<file path="src/sv/pls_pkg.sv">
// Package for the ply load superposition block: sizes, opcodes, command
// and state types shared by the front end, command queue and back end.
// No dependencies.
package pls_pkg;

    // Stack-up and table geometry
    localparam int MAX_PLIES = 64;
    localparam int UNIT_LOADS = 6;
    localparam int NUM_COMPS = 6;
    localparam int TABLE_ROWS = MAX_PLIES * UNIT_LOADS;
    localparam int ROW_W = $clog2(TABLE_ROWS);
    localparam int PLY_W = 6;
    localparam int LOAD_IDX_W = 3;
    localparam int CFG_W = 7;
    localparam int VAL_W = 32;
    localparam int PROD_W = 2 * VAL_W;
    localparam int RES_W = 64;
    localparam int ACC_W = PROD_W + 3;

    // Plies processed per load case never exceed this bound
    localparam int PLY_LIMIT_INT = (MAX_PLIES < 64) ? MAX_PLIES : 64;
    localparam logic [CFG_W-1:0] PLY_LIMIT = CFG_W'(PLY_LIMIT_INT);
    localparam logic [CFG_W-1:0] PLY_COUNT_RESET = CFG_W'(1);

    // Queue depths
    localparam int CMD_DEPTH = 2;
    localparam int CMD_PW = (CMD_DEPTH > 1) ? $clog2(CMD_DEPTH) : 1;
    localparam int CMD_CW = $clog2(CMD_DEPTH + 1);
    localparam int OUT_DEPTH = 4;
    localparam int OUT_PW = $clog2(OUT_DEPTH);
    localparam int OUT_CW = $clog2(OUT_DEPTH + 1);

    // Input opcodes
    localparam logic OP_WRITE = 1'b0;
    localparam logic OP_LOAD = 1'b1;

    // Last unit load index within a ply
    localparam logic [LOAD_IDX_W-1:0] LOAD_LAST = LOAD_IDX_W'(UNIT_LOADS - 1);
    localparam logic [LOAD_IDX_W-1:0] LOAD_FIRST = LOAD_IDX_W'(0);

    typedef logic [NUM_COMPS-1:0][VAL_W-1:0] row_t;
    typedef logic [NUM_COMPS-1:0][RES_W-1:0] res_row_t;

    typedef enum logic {
        CMD_WRITE,
        CMD_LOAD
    } cmd_kind_t;

    // One classified command between front and back
    typedef struct packed {
        cmd_kind_t        kind;
        logic [ROW_W-1:0] row;
        logic [PLY_W-1:0] last_ply;
        row_t             value;
    } cmd_t;

    typedef enum logic {
        BK_IDLE,
        BK_RUN
    } back_state_t;

    // Saturate an exact sum to a signed 64-bit result
    function automatic logic [RES_W-1:0] sat64(input logic signed [ACC_W-1:0] a);
        logic [RES_W-1:0] r;
        if (a[ACC_W-1:RES_W-1] == {(ACC_W-RES_W+1){1'b0}} ||
            a[ACC_W-1:RES_W-1] == {(ACC_W-RES_W+1){1'b1}}) begin
            r = a[RES_W-1:0];
        end else if (a[ACC_W-1]) begin
            r = {1'b1, {(RES_W-1){1'b0}}};
        end else begin
            r = {1'b0, {(RES_W-1){1'b1}}};
        end
        return r;
    endfunction

endpackage

</file>
<file path="src/sv/pls_cmd_queue.sv">
// Short command queue between front and back end of the ply load
// superposition block. Depends on pls_pkg.
module pls_cmd_queue
    import pls_pkg::*;
(
    input  logic clk,
    input  logic rst_n,
    input  logic push,
    input  cmd_t push_cmd,
    output logic full,
    input  logic pop,
    output cmd_t pop_cmd,
    output logic empty
);

    cmd_t              entry_reg [CMD_DEPTH];
    logic [CMD_PW-1:0] wr_ptr_reg;
    logic [CMD_PW-1:0] rd_ptr_reg;
    logic [CMD_CW-1:0] count_reg;
    logic              do_push;
    logic              do_pop;

    assign full    = (count_reg == CMD_CW'(CMD_DEPTH));
    assign empty   = (count_reg == '0);
    assign do_push = push && !full;
    assign do_pop  = pop && !empty;
    assign pop_cmd = entry_reg[rd_ptr_reg];

    // Store pushed commands
    always_ff @(posedge clk)
    begin
        if (do_push)
        begin
            entry_reg[wr_ptr_reg] <= push_cmd;
        end
    end

    // Advance pointers and count
    always_ff @(posedge clk or negedge rst_n)
    begin
        if (!rst_n)
        begin
            wr_ptr_reg <= '0;
            rd_ptr_reg <= '0;
            count_reg  <= '0;
        end
        else
        begin
            if (do_push)
            begin
                wr_ptr_reg <= (32'(wr_ptr_reg) == CMD_DEPTH - 1) ? '0 :
                              CMD_PW'(wr_ptr_reg + CMD_PW'(1));
            end
            if (do_pop)
            begin
                rd_ptr_reg <= (32'(rd_ptr_reg) == CMD_DEPTH - 1) ? '0 :
                              CMD_PW'(rd_ptr_reg + CMD_PW'(1));
            end
            if (do_push && !do_pop)
            begin
                count_reg <= count_reg + CMD_CW'(1);
            end
            else if (do_pop && !do_push)
            begin
                count_reg <= count_reg - CMD_CW'(1);
            end
        end
    end

endmodule

</file>
<file path="config.mk">
export PLATFORM = sky130hd
export DESIGN_NAME = pls_cmd_queue
export DESIGN_NICKNAME = d
export VERILOG_FILES = /design/src/sv/pls_pkg.sv /design/src/sv/pls_cmd_queue.sv
export SDC_FILE = /design/constraint.sdc
export NUM_CORES = 1
export LEC_CHECK = 0
export ABC_AREA = 1
export CORE_UTILIZATION = 59
export DETAILED_ROUTE_END_ITERATION = 6
export DONT_BUFFER_PORTS = 1
export HOLD_SLACK_MARGIN = 0.02
export PLACE_DENSITY = 0.87
export SLEW_MARGIN = 20
export SYNTH_ARGS = -nofsm -noshare
export SYNTH_HDL_FRONTEND = slang
export SYNTH_SLANG_ARGS = --single-unit
</file>
<file path="constraint.sdc">
create_clock -name clk -period 13.7 [get_ports clk]
set_clock_uncertainty 0.05 [all_clocks]
set_input_delay 2.74 -clock clk [delete_from_list [all_inputs] [get_ports clk]]
set_output_delay 2.74 -clock clk [all_outputs]
set_load 0.01 [all_outputs]
</file>
# Word level (Yosys, flattened, before mapping)
# Memory sizes are Yosys's and may differ from the RTL's.
# Cells that the tools add are included.
[word_totals] out_inout_bits=210 elab_cells=25 reg_bits=4 memories=1 mem_bits_rw=416 in_bits=212
[op_classes] muxes=6 addsub=4 n_reduce_logical=10 n_eq_ne=1
[mem_list] name="entry_reg" depth=2 width=208 read_ports=1 rd_ports_with_merged_regs=0 wr=1 line_no="pls_cmd_queue.sv:16" rtl="cmd_t entry_reg [CMD_DEPTH];"
[op_table] operator="$logic_and A1 B1 Y1" count=4
[op_table] operator="$logic_not A1 Y1" count=4
[op_table] operator="$mux W1" count=4
[op_table] operator="$mux W2" count=2
[op_table] operator="$add A1 B1 Y1 const B" count=2
[op_table] operator="$add A2 B1 Y2 const B" count=1
[op_table] operator="$eq A2 B2 Y1 const B" count=1
[op_table] operator="$logic_not A2 Y1" count=1
[op_table] operator="$reduce_bool A2 Y1" count=1
[op_table] operator="$sub A2 B1 Y2 const B" count=1

# Longest topological paths before layout
[depth] depth_word=7 depth_mapped=9 ltp_nobuf=9

# Worst setup path before layout
# No wires, ideal clock.
[synth_timing] kind="input port to flip-flop" startpoint="input push" endpoint="memory entry_reg[1][0] in the netlist's numbering, enable pin" setup_time_ns=0.780 n_path_buf=0 cell_stages=2 setup_slack_ns=1.403 arrival_time_ns=11.467 required_ns=12.870 path_cell_list="o21ai_0 -> nor2_1"
[synth_via] elab_chain_cells=3
[synth_lines] item="start: declaration" line_no="pls_cmd_queue.sv:8" rtl="input logic push,"
[synth_lines] item="$logic_and A1 B1 Y1" line_no="pls_cmd_queue.sv:25" rtl="assign do_push = push && !full;"
[synth_lines] item="$mux W1" line_no="pls_cmd_queue.sv:32" rtl="if (do_push)"
[synth_lines] item="$mux W1 (not written as such)" line_no="pls_cmd_queue.sv:34" rtl="entry_reg[wr_ptr_reg] <= push_cmd;"
[synth_lines] item="end: declaration" line_no="pls_cmd_queue.sv:16"
# Every way passes these cells.

==> metrics.txt <==
Ports 422; worst slack at placement 8150 ps; drt total wl 32500 um; WHS 441 ps; n_diodes 0; Area contributors post-synth edfxtp_1 (82%), nand2_1 (16%), buf_2 (0.98%), dfrtp_1 (0.65%), buf_4 (0.64%); vias in the first global route 8108; Clock Pin Slew Worst Setup and Hold Paths 60 ps; CTS tree done; routed vias 8270; clock power share 0.265; f_max 164 MHz; setup TNS after final layout 0 ps; final hold vios 0; maximum VDD drop 186 uV; Cells after Synth 1118; final setup margin 7610 ps; MaxCap Viol Count 0; share of post-route cells with drive strength above 1 0.0523; Slew HR 0.271; NetSw 1.32 mW; CTS Hold Buffers Added 0; combinational power share 0.250; syn_area_per_cell 13.7 sq um; result of the run finished, final reports clean; Num CTS Buffers 41; Pleak 6.46 nW; Syn-to-layout area delta 9.37%; DIE AREA 26600 sq um; sequential share of power 0.485; Total GRT Usage 0.237; worst min path class reg2reg; area of the multi-input gates 2450 sq um; CP startpoint kind flop; Tmin final 6090 ps; Layout Nets 1335; crit end category output port; Largest register FFs 416; CTS root buffer clkbuf_16; crit path DAT 3300 ps; grt ovf 0; largest net degree at the start of global routing 145; clk_lat worst skew 500 ps; Int Pwr 2.51 mW; EDFF count, synth 416; RSZ-0062 raised after global routing no; Yosys top cell area share 0.815; Required @ worst endpoint 10910 ps; asr flop ratio synth 0.00952; Switching Fraction 0.344; TritonCTS sink count 420; Max Slew Vio Count 0; Worst Tran Pin Value 1090 ps; Seq. cell area 12600 sq um; Post-Syn Area 15300 sq um; post-cts gate resize count 0; initial antenna violation count 0; DR iter-0 viols 885; Synth Register Bits 420; Post-DP HPWL 20700 um; Seq/Total Area, Yosys 0.822; H-tree Lvls 2; number of port buffers 0; cell taking the most area after synthesis edfxtp_1; drt pass-1 iters 7; Remaining DRCs 0; routed vias/inst 5.60; main flop type after synthesis edfxtp_1; Core ar. 25300 sq um; # setup viols final 0; setup bufs post-CTS 0; crit path max fanout 89; Die Y 163 um; clock buffer depth 3; Synth Net Count 1331; routability cong. 0.799; Final Cycle Share 0.444; Initial Util 0.605; FP Rows 58; first-pass GRT wire length 46500 um; Die Wd 163 um; Ys Warns 0; power per cell area 228 nW/um^2; WL per Instance 22.0 um; Cell variety after synth 15; Fill cells 1644; crit path kind reg2out; antenna viol nets, final 0
==> cell usage after synthesis (2+ instances only) <==
cell type and n:
nand2_1 633, edfxtp_1 416, buf_2 30, buf_4 13
inv_1 7, dfrtp_1 4, nor2_1 4, clkbuf_1 3
o21ai_0 2
==> layout make-up <==
| type | count | share of cell area |
|---|---|---|
| sequential | 420 | 0.752 |
| multi-input combinational | 644 | 0.146 |
| clock buffer | 50 | 0.0632 |
| tap | 330 | 0.0246 |
| clock inverter | 19 | 0.00844 |
| timing repair buffer | 7 | 0.00336 |
| inverter | 8 | 0.00254 |
==> power by group through the flow <==
stage               Clock [mW]  Sequential [mW]  Combinational (mW)
finish                    1.01             1.85               0.958
global route              1.08             1.88                1.06
CTS                       1.03             1.85               0.966
detailed placement           0             1.88               0.958
global placement             0             1.86               0.933
floorplan                    0             1.91               0.769
==> cells in the final DEF (no fill, tap or decap) <==
cell type   instances
nand2_1           633
edfxtp_1          416
clkbuf_16          41
clkinv_1           11
clkbuf_1            9
inv_1               6
buf_4               6
nor2_1              3
clkinv_2            3
dfrtp_1             3
inv_6               2
o21ai_0             2
bufinv_16           2
nor2_4              1
inv_8               1
xnor2_1             1
nand3b_1            1
nand3_1             1
nand4_1             1
ha_1                1
clkinv_4            1
clkinvlp_4          1
buf_6               1
dfrtp_4             1
==> layer usage <==
metal | track usage | wire length (um)
met1 | 0.246 | 10400
met2 | 0.421 | 16900
met3 | 0.104 | 4200
met4 | 0.0867 | 1010
met5 | 0 | 0
==> worst max-delay path, cell delays in order, from the launching register on <==
cell	delay (ps)
dfrtp_4	830
buf_4	670
buf_4	820
nand2_1	140
nand2_1	200
==> logic make-up after synthesis <==
group / count (synthesis) / share of synthesized area
AOI/OAI and AO/OA: 2 / 0.000653
xor gates and xnor gates: 1 / 0.000572
adders and majority gates: 1 / 0.000816
buffers and inverters: 54 / 0.0189
DFF: 420 / 0.822
and+or+nand+nor: 640 / 0.157
==> worst paths after layout <==
check / start / to / slack [ps] / depth (start not counted)
hold reg to reg: wr_ptr_reg / wr_ptr_reg / 440 / 2
hold / removal: wr_ptr_reg / wr_ptr_reg / 440 / 2
setup / recovery: rd_ptr_reg / pop_cmd[130] / 7610 / 4
max in group asynchronous: rst_n / rd_ptr_reg / 11650 / 0
min in group asynchronous: rst_n / rd_ptr_reg / 1870 / 0
setup reg to reg: count_reg[1] / entry_reg[0][131] / 10600 / 6
==> per-stage QoR <==
stage | total power, mW | cells | util | area (sq um)
detailed placement | 2.83 | 1409 | 0.614 | 15600
CTS | 3.85 | 1478 | 0.661 | 16800
floorplan | 2.68 | 1118 | - | 15300
global route | 4.02 | 1478 | 0.662 | 16800
finish | 3.83 | 1478 | 0.662 | 16800
global placement | 2.80 | 1409 | 0.614 | 15600
Power figures use the tool's default switching activity.
