$ cat config.mk
export PLATFORM = sky130hd
export DESIGN_NAME = pls_front
export DESIGN_NICKNAME = d
export VERILOG_FILES = /design/src/sv/pls_pkg.sv /design/src/sv/pls_front.sv
export SDC_FILE = /design/constraint.sdc
export NUM_CORES = 1
export LEC_CHECK = 0
export BUFFER_PORTS_ARGS = -buffer_cell sky130_fd_sc_hd__buf_2
export CORE_AREA = 5 5 164 166
export DETAILED_ROUTE_END_ITERATION = 8
export DIE_AREA = 0 0 169 171
export GPL_TIMING_DRIVEN = 0
export PLACE_DENSITY = 0.44
export SYNTH_ARGS = -nofsm -noshare
export SYNTH_HDL_FRONTEND = slang
export SYNTH_SLANG_ARGS = --single-unit
$ cat constraint.sdc
create_clock -name clk -period 4.7 [get_ports clk]
set_input_delay 0.235 -clock clk [delete_from_list [all_inputs] [get_ports clk]]
set_output_delay 0.235 -clock clk [all_outputs]
set_load 0.02 [all_outputs]
$ cat src/sv/pls_pkg.sv
// Package for the ply load superposition block: sizes, opcodes, command
// and state types shared by the front end, command queue and back end.
// No dependencies.
package pls_pkg;

    // Stack-up and table geometry
    localparam int MAX_PLIES = 64;
    localparam int UNIT_LOADS = 6;
    localparam int NUM_COMPS = 6;
    localparam int TABLE_ROWS = MAX_PLIES * UNIT_LOADS;
    localparam int ROW_W = $clog2(TABLE_ROWS);
    localparam int PLY_W = 6;
    localparam int LOAD_IDX_W = 3;
    localparam int CFG_W = 7;
    localparam int VAL_W = 32;
    localparam int PROD_W = 2 * VAL_W;
    localparam int RES_W = 64;
    localparam int ACC_W = PROD_W + 3;

    // Plies processed per load case never exceed this bound
    localparam int PLY_LIMIT_INT = (MAX_PLIES < 64) ? MAX_PLIES : 64;
    localparam logic [CFG_W-1:0] PLY_LIMIT = CFG_W'(PLY_LIMIT_INT);
    localparam logic [CFG_W-1:0] PLY_COUNT_RESET = CFG_W'(1);

    // Queue depths
    localparam int CMD_DEPTH = 2;
    localparam int CMD_PW = (CMD_DEPTH > 1) ? $clog2(CMD_DEPTH) : 1;
    localparam int CMD_CW = $clog2(CMD_DEPTH + 1);
    localparam int OUT_DEPTH = 4;
    localparam int OUT_PW = $clog2(OUT_DEPTH);
    localparam int OUT_CW = $clog2(OUT_DEPTH + 1);

    // Input opcodes
    localparam logic OP_WRITE = 1'b0;
    localparam logic OP_LOAD = 1'b1;

    // Last unit load index within a ply
    localparam logic [LOAD_IDX_W-1:0] LOAD_LAST = LOAD_IDX_W'(UNIT_LOADS - 1);
    localparam logic [LOAD_IDX_W-1:0] LOAD_FIRST = LOAD_IDX_W'(0);

    typedef logic [NUM_COMPS-1:0][VAL_W-1:0] row_t;
    typedef logic [NUM_COMPS-1:0][RES_W-1:0] res_row_t;

    typedef enum logic {
        CMD_WRITE,
        CMD_LOAD
    } cmd_kind_t;

    // One classified command between front and back
    typedef struct packed {
        cmd_kind_t        kind;
        logic [ROW_W-1:0] row;
        logic [PLY_W-1:0] last_ply;
        row_t             value;
    } cmd_t;

    typedef enum logic {
        BK_IDLE,
        BK_RUN
    } back_state_t;

    // Saturate an exact sum to a signed 64-bit result
    function automatic logic [RES_W-1:0] sat64(input logic signed [ACC_W-1:0] a);
        logic [RES_W-1:0] r;
        if (a[ACC_W-1:RES_W-1] == {(ACC_W-RES_W+1){1'b0}} ||
            a[ACC_W-1:RES_W-1] == {(ACC_W-RES_W+1){1'b1}}) begin
            r = a[RES_W-1:0];
        end else if (a[ACC_W-1]) begin
            r = {1'b1, {(RES_W-1){1'b0}}};
        end else begin
            r = {1'b0, {(RES_W-1){1'b1}}};
        end
        return r;
    endfunction

endpackage

$ cat src/sv/pls_front.sv
// Front end of the ply load superposition block: holds the ply count
// register, accepts input items and classifies them into commands.
// Depends on pls_pkg.
module pls_front
    import pls_pkg::*;
(
    input  logic                  clk,
    input  logic                  rst_n,
    input  logic                  cfg_we,
    input  logic [CFG_W-1:0]      cfg_data,
    input  logic                  push,
    input  logic                  opcode,
    input  logic [PLY_W-1:0]      ply_index,
    input  logic [LOAD_IDX_W-1:0] unit_load_index,
    input  row_t                  value,
    input  logic                  q_full,
    output logic                  q_push,
    output cmd_t                  q_cmd
);

    logic [CFG_W-1:0] ply_count_reg;
    logic [CFG_W-1:0] ply_eff;
    logic             accept;
    logic             row_ok;

    // Hold the ply count register
    always_ff @(posedge clk or negedge rst_n)
    begin
        if (!rst_n)
        begin
            ply_count_reg <= PLY_COUNT_RESET;
        end
        else if (cfg_we)
        begin
            ply_count_reg <= cfg_data;
        end
    end

    // Clamp the ply count into the supported range
    always_comb
    begin
        if (ply_count_reg == '0)
        begin
            ply_eff = CFG_W'(1);
        end
        else if (ply_count_reg > PLY_LIMIT)
        begin
            ply_eff = PLY_LIMIT;
        end
        else
        begin
            ply_eff = ply_count_reg;
        end
    end

    // Classify: drop writes outside the table, forward the rest
    assign accept = push && !q_full;
    assign row_ok = (unit_load_index < LOAD_IDX_W'(UNIT_LOADS)) &&
                    (32'(ply_index) < 32'(MAX_PLIES));

    always_comb
    begin
        q_cmd.kind     = (opcode == OP_LOAD) ? CMD_LOAD : CMD_WRITE;
        q_cmd.row      = ROW_W'(ROW_W'(ply_index) * ROW_W'(UNIT_LOADS)) +
                         ROW_W'(unit_load_index);
        q_cmd.last_ply = PLY_W'(ply_eff - CFG_W'(1));
        q_cmd.value    = value;
        q_push         = accept && ((opcode == OP_LOAD) || row_ok);
    end

endmodule

# Word-level counts from Yosys, hierarchy flattened
# Index checks and enable logic that the tools add are counted.
word_totals:
  input_bits: 214
  ff_bits: 7
  out_inout_bits: 209
op_classes:
  muxes: 3
  order_cmp: 2
  n_mul: 1
  n_reduce_logical: 5
  n_addsub: 2
ops:
  columns: ["operator", "n"]
  rows:
  - ["$mux W6", 2]
  - ["$add A9 B3 Y9", 1]
  - ["$mul A6 B2 Y8 const B", 1]
  - ["$gt A7 B7 Y1 const B", 1]
  - ["$logic_not A7 Y1", 1]
  - ["$sub A6 B1 Y6 const B", 1]
  - ["$lt A3 B3 Y1 const B", 1]
  - ["$logic_and A1 B1 Y1", 2]
  - ["$logic_not A1 Y1", 1]
  - ["$logic_or A1 B1 Y1", 1]
  - ["$mux W1", 1]

# Longest topological paths before layout
# Gate-level depths: netlist of the first run.
logic_depth:
  ltp_word: 4
  depth_mapped: 8
  ltp_nobuf: 7

# Worst setup path after synthesis of the first run
# No wires, ideal clock.
synth_path:
  path_type: "input to output"
  startpoint: "input ply_index[0]"
  endpoint: "output q_cmd[206] (netlist bit)"
  slack_ps: 2434
  required_time_ps: 4465
  cell_stages: 7
  arrival_time_ps: 2031
  cell_sequence: "ha_1 -> fa_1 -> xor2_2 -> and3_4 -> o2111ai_4 -> mux2_4 -> o2bb2ai_2"
synth_rtl:
  columns: ["element", "line_no", "source"]
  rows:
  - ["start, declared", "pls_front.sv:13", "input logic [PLY_W-1:0] ply_index,"]
  - ["end, declared", "pls_front.sv:18", "output cmd_t q_cmd"]

==> impl_metrics.py, run 1 <==
metrics = {
    "sta": {
        "rsz0062_at_grt": "false",
        "slew_violations": 0,
        "min_period_over_period_pct": 54.76,
        "tns_ps": 0,
        "fin_crit_ps": 2574,
        "setup_viol": 0,
        "tightest_slew_ps": 409.0,
        "fmax_mhz": 388.5,
        "final_hold_viol_count": 0,
        "relSlewSlack_pct": 72.73,
        "fin_hold_ws_ps": 241.1,
        "fin_worst_skew_ps": 0,
    },
    "synthesis": {
        "synth_edf_count": 0,
        "syn_area_um2": 2406,
        "yosysTopAreaCellShare_pct": 60.53,
        "async_reset_ff_share_pct": 100.0,
        "syn_inst": 296,
        "ys.flop_type": "dfrtp_1",
        "seq_area_frac_synth_pct": 7.332,
        "synth_warnings": 0,
        "synthTopCellsByArea": "buf_4 61%, dfrtp_1 6.2%, ha_1 5.2%, mux2_2 3.3%, fa_1 1.7%",
        "synth_cell_types": 45,
        "synth_area_leader_cell": "buf_4",
        "synth_area_per_cell_um2": 8.129,
        "ys_ff_latch": 7,
        "syn_nets": 522,
    },
    "clocking": {
        "cts_tree": "yes",
        "numCtsBuffers": 3,
        "cts_resized": 0,
        "cts_max_level": 1,
        "cts_setup_buffers": 0,
        "clk_latency_ps": 230,
        "clk_path_buf_depth": 2,
        "cts_sinks": 7,
        "root_buffer": "clkbuf_16",
        "cts.reportedPaths.clkPinSlew_ps": 30,
    },
    "grt": {
        "antenna_found_initial": 0,
        "grtUsageMet2_pct": 9.640,
        "grt_pass1_wl_mm": 12.81,
        "grt_busiest_layer": "met2",
        "use_met3_pct": 0.9011,
        "grt.total_usage_pct": 5.412,
        "grt_pass1_vias": 2400,
        "grt_use_met1_pct": 7.097,
        "grt_max_degree": 11,
        "overflow": 0,
    },
    "pwr": {
        "p_int_uw": 408.9,
        "pwr-share-seq_pct": 10.4,
        "switching_power_uw": 312.7,
        "power.density_nw_per_um2": 177.9,
        "p_leak_uw": 0.002267,
        "power_frac_clock_pct": 20.0,
        "combPwrFrac_pct": 69.6,
        "p_sw_share_pct": 43.33,
        "peakVddDrop_uv": 146.7,
    },
    "floorplan": {
        "die_h_um": 171,
        "io_pins": 423,
        "core_area_um2": 25470,
        "num_rows": 59,
        "die_x_um": 169,
        "die_area_um2": 28900,
        "initial_core_util_pct": 9.447,
    },
    "setup_path": {
        "crit_arrival_ps": 2340,
        "crit_fanout": 4,
        "crit_family": "adder cells",
        "critPathLaunchType": "input pin",
        "crit_buf_inv": 2,
        "crit_slowest_cell": "fa_1",
        "ff2ff_setup_slack_ps": 3850,
        "cp_cell_sequence": "buf_2, ha_1, fa_1, xor2_2, and3_4, o2111ai_4, mux2_4, o2bb2ai_2, buf_2",
        "critical_path.max_stage_delay_ps": 460,
        "required_ps": 4470,
        "cpMostUsedCell": "buf_2",
        "worstSetupPathType": "input pin to output port",
        "worstSetupEndpointType": "output port",
    },
    "final_layout": {
        "drive_gt1_share_pct": 83.93,
        "final_cell_mix": "229 x buf_2, 194 x buf_4, 10 x ha_1, 9 x nor2_1",
        "syn_to_final_growth_pct": 68.54,
        "fin_nets": 756,
        "final_common_cell": "buf_2",
        "largest_reg_flops": 7,
        "num_antenna_cells": 0,
    },
    "drt": {
        "drc": 0,
        "ant_nets": 0,
        "wirelength_mm": 10.12,
        "wl_per_cell_um": 11.71,
        "drt_pre_antenna_iters": 4,
        "drt_iter0_markers": 65,
        "viasPerCell": 2.947,
        "vias": 2546,
    },
    "placed_design": {
        "gp_congestion": 0.6691,
        "dpl.hpwl_mm": 9.319,
        "numPortBuffers": 228,
    },
    "status": {
        "run_status": "completed",
    },
    "hold_path": {
        "hp-class": "input pin to flip-flop",
    },
    "run": {
        "cap_viol_max_count": 0,
    },
}
-- per-stage QoR --
step	cells	instance area (um2)	setup slack (ps)	power (uW)	utilization, %
after floorplan	296	2406	2434	435.9	-
final	864	4055	2126	721.6	15.92
after global placement	859	3966	2059	582.3	15.57
after detailed placement	859	3966	2054	581.2	15.57
after CTS	864	4055	2043	729.7	15.92
after global routing	864	4055	1952	764.6	15.92
-- cells in the mapped netlist (3+ instances only) --
cell,number
buf_4,194
ha_1,10
nor2_1,9
mux2_2,7
nand2_1,7
a21oi_1,6
dfrtp_1,6
o21ai_0,4
inv_1,3
nand3_1,3
xnor2_1,3
xor2_1,3
-- final timing paths --
kind	endpoint	start	cells past startpoint
worst max-delay path	q_cmd[206]	ply_index[1]	9
min in group asynchronous	ply_count_reg[1]	rst_n	2
worst min-delay path	ply_count_reg[4]	cfg_data[4]	2
worst max register to register	ply_count_reg[6]	ply_count_reg[6]	1
max in group asynchronous	ply_count_reg[0]	rst_n	2
worst min register to register	ply_count_reg[5]	ply_count_reg[5]	1
-- timing repair --
action / CTS / global route
hold buffers: 1 / 0
hold endpoints to repair: 6 / 0
setup endpoints to repair: 0 / 0
-- kinds of logic (layout without fill, tap and decap cells) --
kind of cell    Yosys count  in the layout  synth area share, %
flops                     7              7                7.332
compound gates           23             23                8.529
xor+xnor                  7              7                2.861
simple gates             40             40                9.152
fa+ha+maj                12             12                6.864
buf+inv                 199            432                61.36
mux                       8              8                3.900
-- power groups by stage --
stage / sequential (uW) / combinational (uW) / clock [uW]
2_1_floorplan: 73.3 / 363 / 0
3_3_place_gp: 76.0 / 506 / 0
3_5_place_dp: 76.0 / 505 / 0
4_1_cts: 75.3 / 508 / 146
5_1_grt: 76.6 / 538 / 150
6_report: 75.3 / 502 / 144
-- layout make-up --
cell class | count | area, um2
Fill cell | 2862 | 21410
Buffer | 196 | 1465
Timing Repair Buffer | 229 | 1151
Multi-Input combinational cell | 90 | 753.2
Tap cell | 335 | 419.2
Sequential cell | 7 | 176.4
Clock buffer | 4 | 78.83
Inverter | 3 | 11.26
-- routing by layer --
metal	wire (um)	up-vias
met4	10	0
met5	0	-
li1	-	1228
met3	1023	2
met2	5188	188
met1	3893	1128
(Power assumes the default switching activity.)
==> run 2: changes to the inputs <==
--- a/config.mk
+++ b/config.mk
@@ -6,11 +6,11 @@
 export NUM_CORES = 1
 export LEC_CHECK = 0
 export BUFFER_PORTS_ARGS = -buffer_cell sky130_fd_sc_hd__buf_2
-export CORE_AREA = 5 5 164 166
+export CORE_AREA = 5 5 160 162
 export DETAILED_ROUTE_END_ITERATION = 8
-export DIE_AREA = 0 0 169 171
+export DIE_AREA = 0 0 165 167
 export GPL_TIMING_DRIVEN = 0
-export PLACE_DENSITY = 0.44
+export PLACE_DENSITY = 0.45
 export SYNTH_ARGS = -nofsm -noshare
 export SYNTH_HDL_FRONTEND = slang
 export SYNTH_SLANG_ARGS = --single-unit
==> constraint.sdc (replaced) <==
create_clock -name clk -period 2.5 [get_ports clk]
set_input_delay 0.125 -clock clk [delete_from_list [all_inputs] [get_ports clk]]
set_output_delay 0.125 -clock clk [all_outputs]
set_load 0.02 [all_outputs]
==> run 2 against run 1 <==
  * Non-clock buffer count stayed put
  * Cell count is 1.3% lower
  * Sequential cell count did not move
  * Clock skew unchanged
  * Routed wire length rose by 4.3%
  * Cell area is 0.34% lower
  * Clock power grew 90%
  * Critical path depth stayed put
  * Critical path type unchanged
  * Critical endpoint unchanged
  * Highest routed layer unchanged
==> impl_metrics.py, run 2 (same netlist as run 1, synthesis figures left out) <==
metrics = {
    "status": {
        "run_status": "completed",
    },
    "setup_path": {
        "cpMostUsedCell": "buf_2",
        "crit_slowest_cell": "fa_1",
        "crit_arrival_ps": 2210,
        "crit_fanout": 4,
        "required_ps": 2380,
        "rr_worst_depth": 1,
        "critical_path.max_stage_delay_ps": 450,
        "worstSetupEndpointType": "output port",
        "ff2ff_setup_slack_ps": 1670,
        "critPathLaunchType": "input pin",
        "cp_cell_sequence": "buf_2, ha_1, fa_1, xor2_2, and3_4, o2111ai_4, mux2_4, o2bb2ai_2, buf_2",
        "worstSetupPathType": "input pin to output port",
    },
    "clocking": {
        "cts_sinks": 7,
        "cts.reportedPaths.clkPinSlew_ps": 40,
        "cts_max_level": 1,
        "root_buffer": "clkbuf_16",
        "clk_path_buf_depth": 2,
        "clk_latency_ps": 230,
        "cts_tree": "yes",
        "numCtsBuffers": 3,
        "cts_setup_buffers": 0,
    },
    "pwr": {
        "p_int_uw": 768.6,
        "p_leak_uw": 0.002267,
        "power_frac_clock_pct": 20.1,
        "pwr-share-seq_pct": 10.4,
        "combPwrFrac_pct": 69.5,
        "switching_power_uw": 592.1,
        "peakVddDrop_uv": 348.1,
        "p_sw_share_pct": 43.51,
        "power.density_nw_per_um2": 336.7,
        "total_power_uw": 1361,
    },
    "grt": {
        "antenna_found_initial": 0,
        "use_met3_pct": 0.7168,
        "grt_busiest_layer": "met2",
        "grt_use_met1_pct": 7.503,
        "grt_max_degree": 11,
        "grtUsageMet2_pct": 12.41,
        "grt_pass1_vias": 2518,
        "grt.total_usage_pct": 6.335,
        "overflow": 0,
        "grt_pass1_wl_mm": 14.02,
    },
    "hold_path": {
        "hp-class": "input pin to flip-flop",
        "hold_depth": 2,
    },
    "sta": {
        "slew_violations": 0,
        "tns_ps": 0,
        "rsz0062_at_grt": "false",
        "relSlewSlack_pct": 73.70,
        "fin_crit_ps": 2340,
        "setup_viol": 0,
        "fin_worst_skew_ps": 0,
        "final_hold_viol_count": 0,
        "fmax_mhz": 427.4,
        "min_period_over_period_pct": 93.60,
        "fin_hold_ws_ps": 125.0,
        "tightest_slew_ps": 394.5,
    },
    "drt": {
        "vias": 2492,
        "drt_pre_antenna_iters": 4,
        "wirelength_mm": 10.55,
        "ant_nets": 0,
        "viasPerCell": 2.921,
        "wl_per_cell_um": 12.37,
        "drt_iter0_markers": 19,
        "drc": 0,
    },
    "final_layout": {
        "final_cell_mix": "229 x buf_2, 194 x buf_4, 10 x ha_1, 9 x nor2_1",
        "syn_to_final_growth_pct": 67.97,
        "multi_input_area_um2": 753.2,
        "largest_reg_flops": 7,
        "fin_nets": 756,
        "fill_cells": 2737,
        "drive_gt1_share_pct": 83.93,
        "seq_area_um2": 176.4,
        "final_core_util_pct": 16.87,
        "final_common_cell": "buf_2",
        "num_antenna_cells": 0,
    },
    "placed_design": {
        "numPortBuffers": 228,
        "dpl.hpwl_mm": 9.890,
        "gp_congestion": 0.7365,
    },
    "floorplan": {
        "die_area_um2": 27560,
        "num_rows": 57,
        "initial_core_util_pct": 10.04,
        "io_pins": 423,
        "die_x_um": 165,
        "core_area_um2": 23960,
        "die_h_um": 167,
    },
    "run": {
        "cap_viol_max_count": 0,
    },
}
run 2: cell counts in the layout (fill, tap and decap cells not counted):
Identical to the previous run, type by type.
run 2: area by class of cell:
type / instances / share of cell area [%]
tap: 324 / 10.03
buffer: 196 / 36.25
timing repair buffer: 229 / 28.48
inverter: 3 / 0.2786
sequential: 7 / 4.365
clock buffer: 4 / 1.950
multi-input combinational: 90 / 18.64
run 2: power groups by stage:
stage	Clock (uW)	Combinational [uW]	Sequential, uW
2_1_floorplan	0	682	138
3_3_place_gp	0	959	143
3_5_place_dp	0	957	143
4_1_cts	280	961	141
5_1_grt	286	1020	143
6_report	273	946	141
run 2: routing by layer:
metal | vias up | wire, um
met2 | 184 | 5544
li1 | 1225 | -
met5 | - | 0
met1 | 1078 | 3988
met4 | 0 | 42
met3 | 5 | 975
run 2: metrics by stage:
stage | setup WS, ps | area [um2] | cells
CTS | 109.3 | 4041 | 853
global placement | 109.1 | 3953 | 848
global route | 32.60 | 4041 | 853
detailed placement | 123.3 | 3953 | 848
finish | 160.1 | 4041 | 853
floorplan | 454.0 | 2406 | 296
run 2: path summary, 6_finish.rpt:
| kind | start | end |
|---|---|---|
| worst min-delay path | cfg_data[2] | ply_count_reg[2] |
| min in group asynchronous | rst_n | ply_count_reg[4] |
| worst max-delay path | ply_index[1] | q_cmd[206] |
| worst max register to register | ply_count_reg[6] | ply_count_reg[6] |
| max in group asynchronous | rst_n | ply_count_reg[0] |
| worst min register to register | ply_count_reg[4] | ply_count_reg[4] |
run 2: timing repair:
item                      CTS  global route
hold buffers                1             0
hold endpoints to repair    7             0
resized for setup           0             0
run 2: worst max-delay path: cells and delay by family:
kind                     cells  cell delay (ps)
buffers and inverters        2              320
multiplexers                 1              330
AND/OR/NAND/NOR              1              240
XOR/XNOR                     1              240
adder cells (fa/ha/maj)      2              690
AO/OA/AOI/OAI                2              270
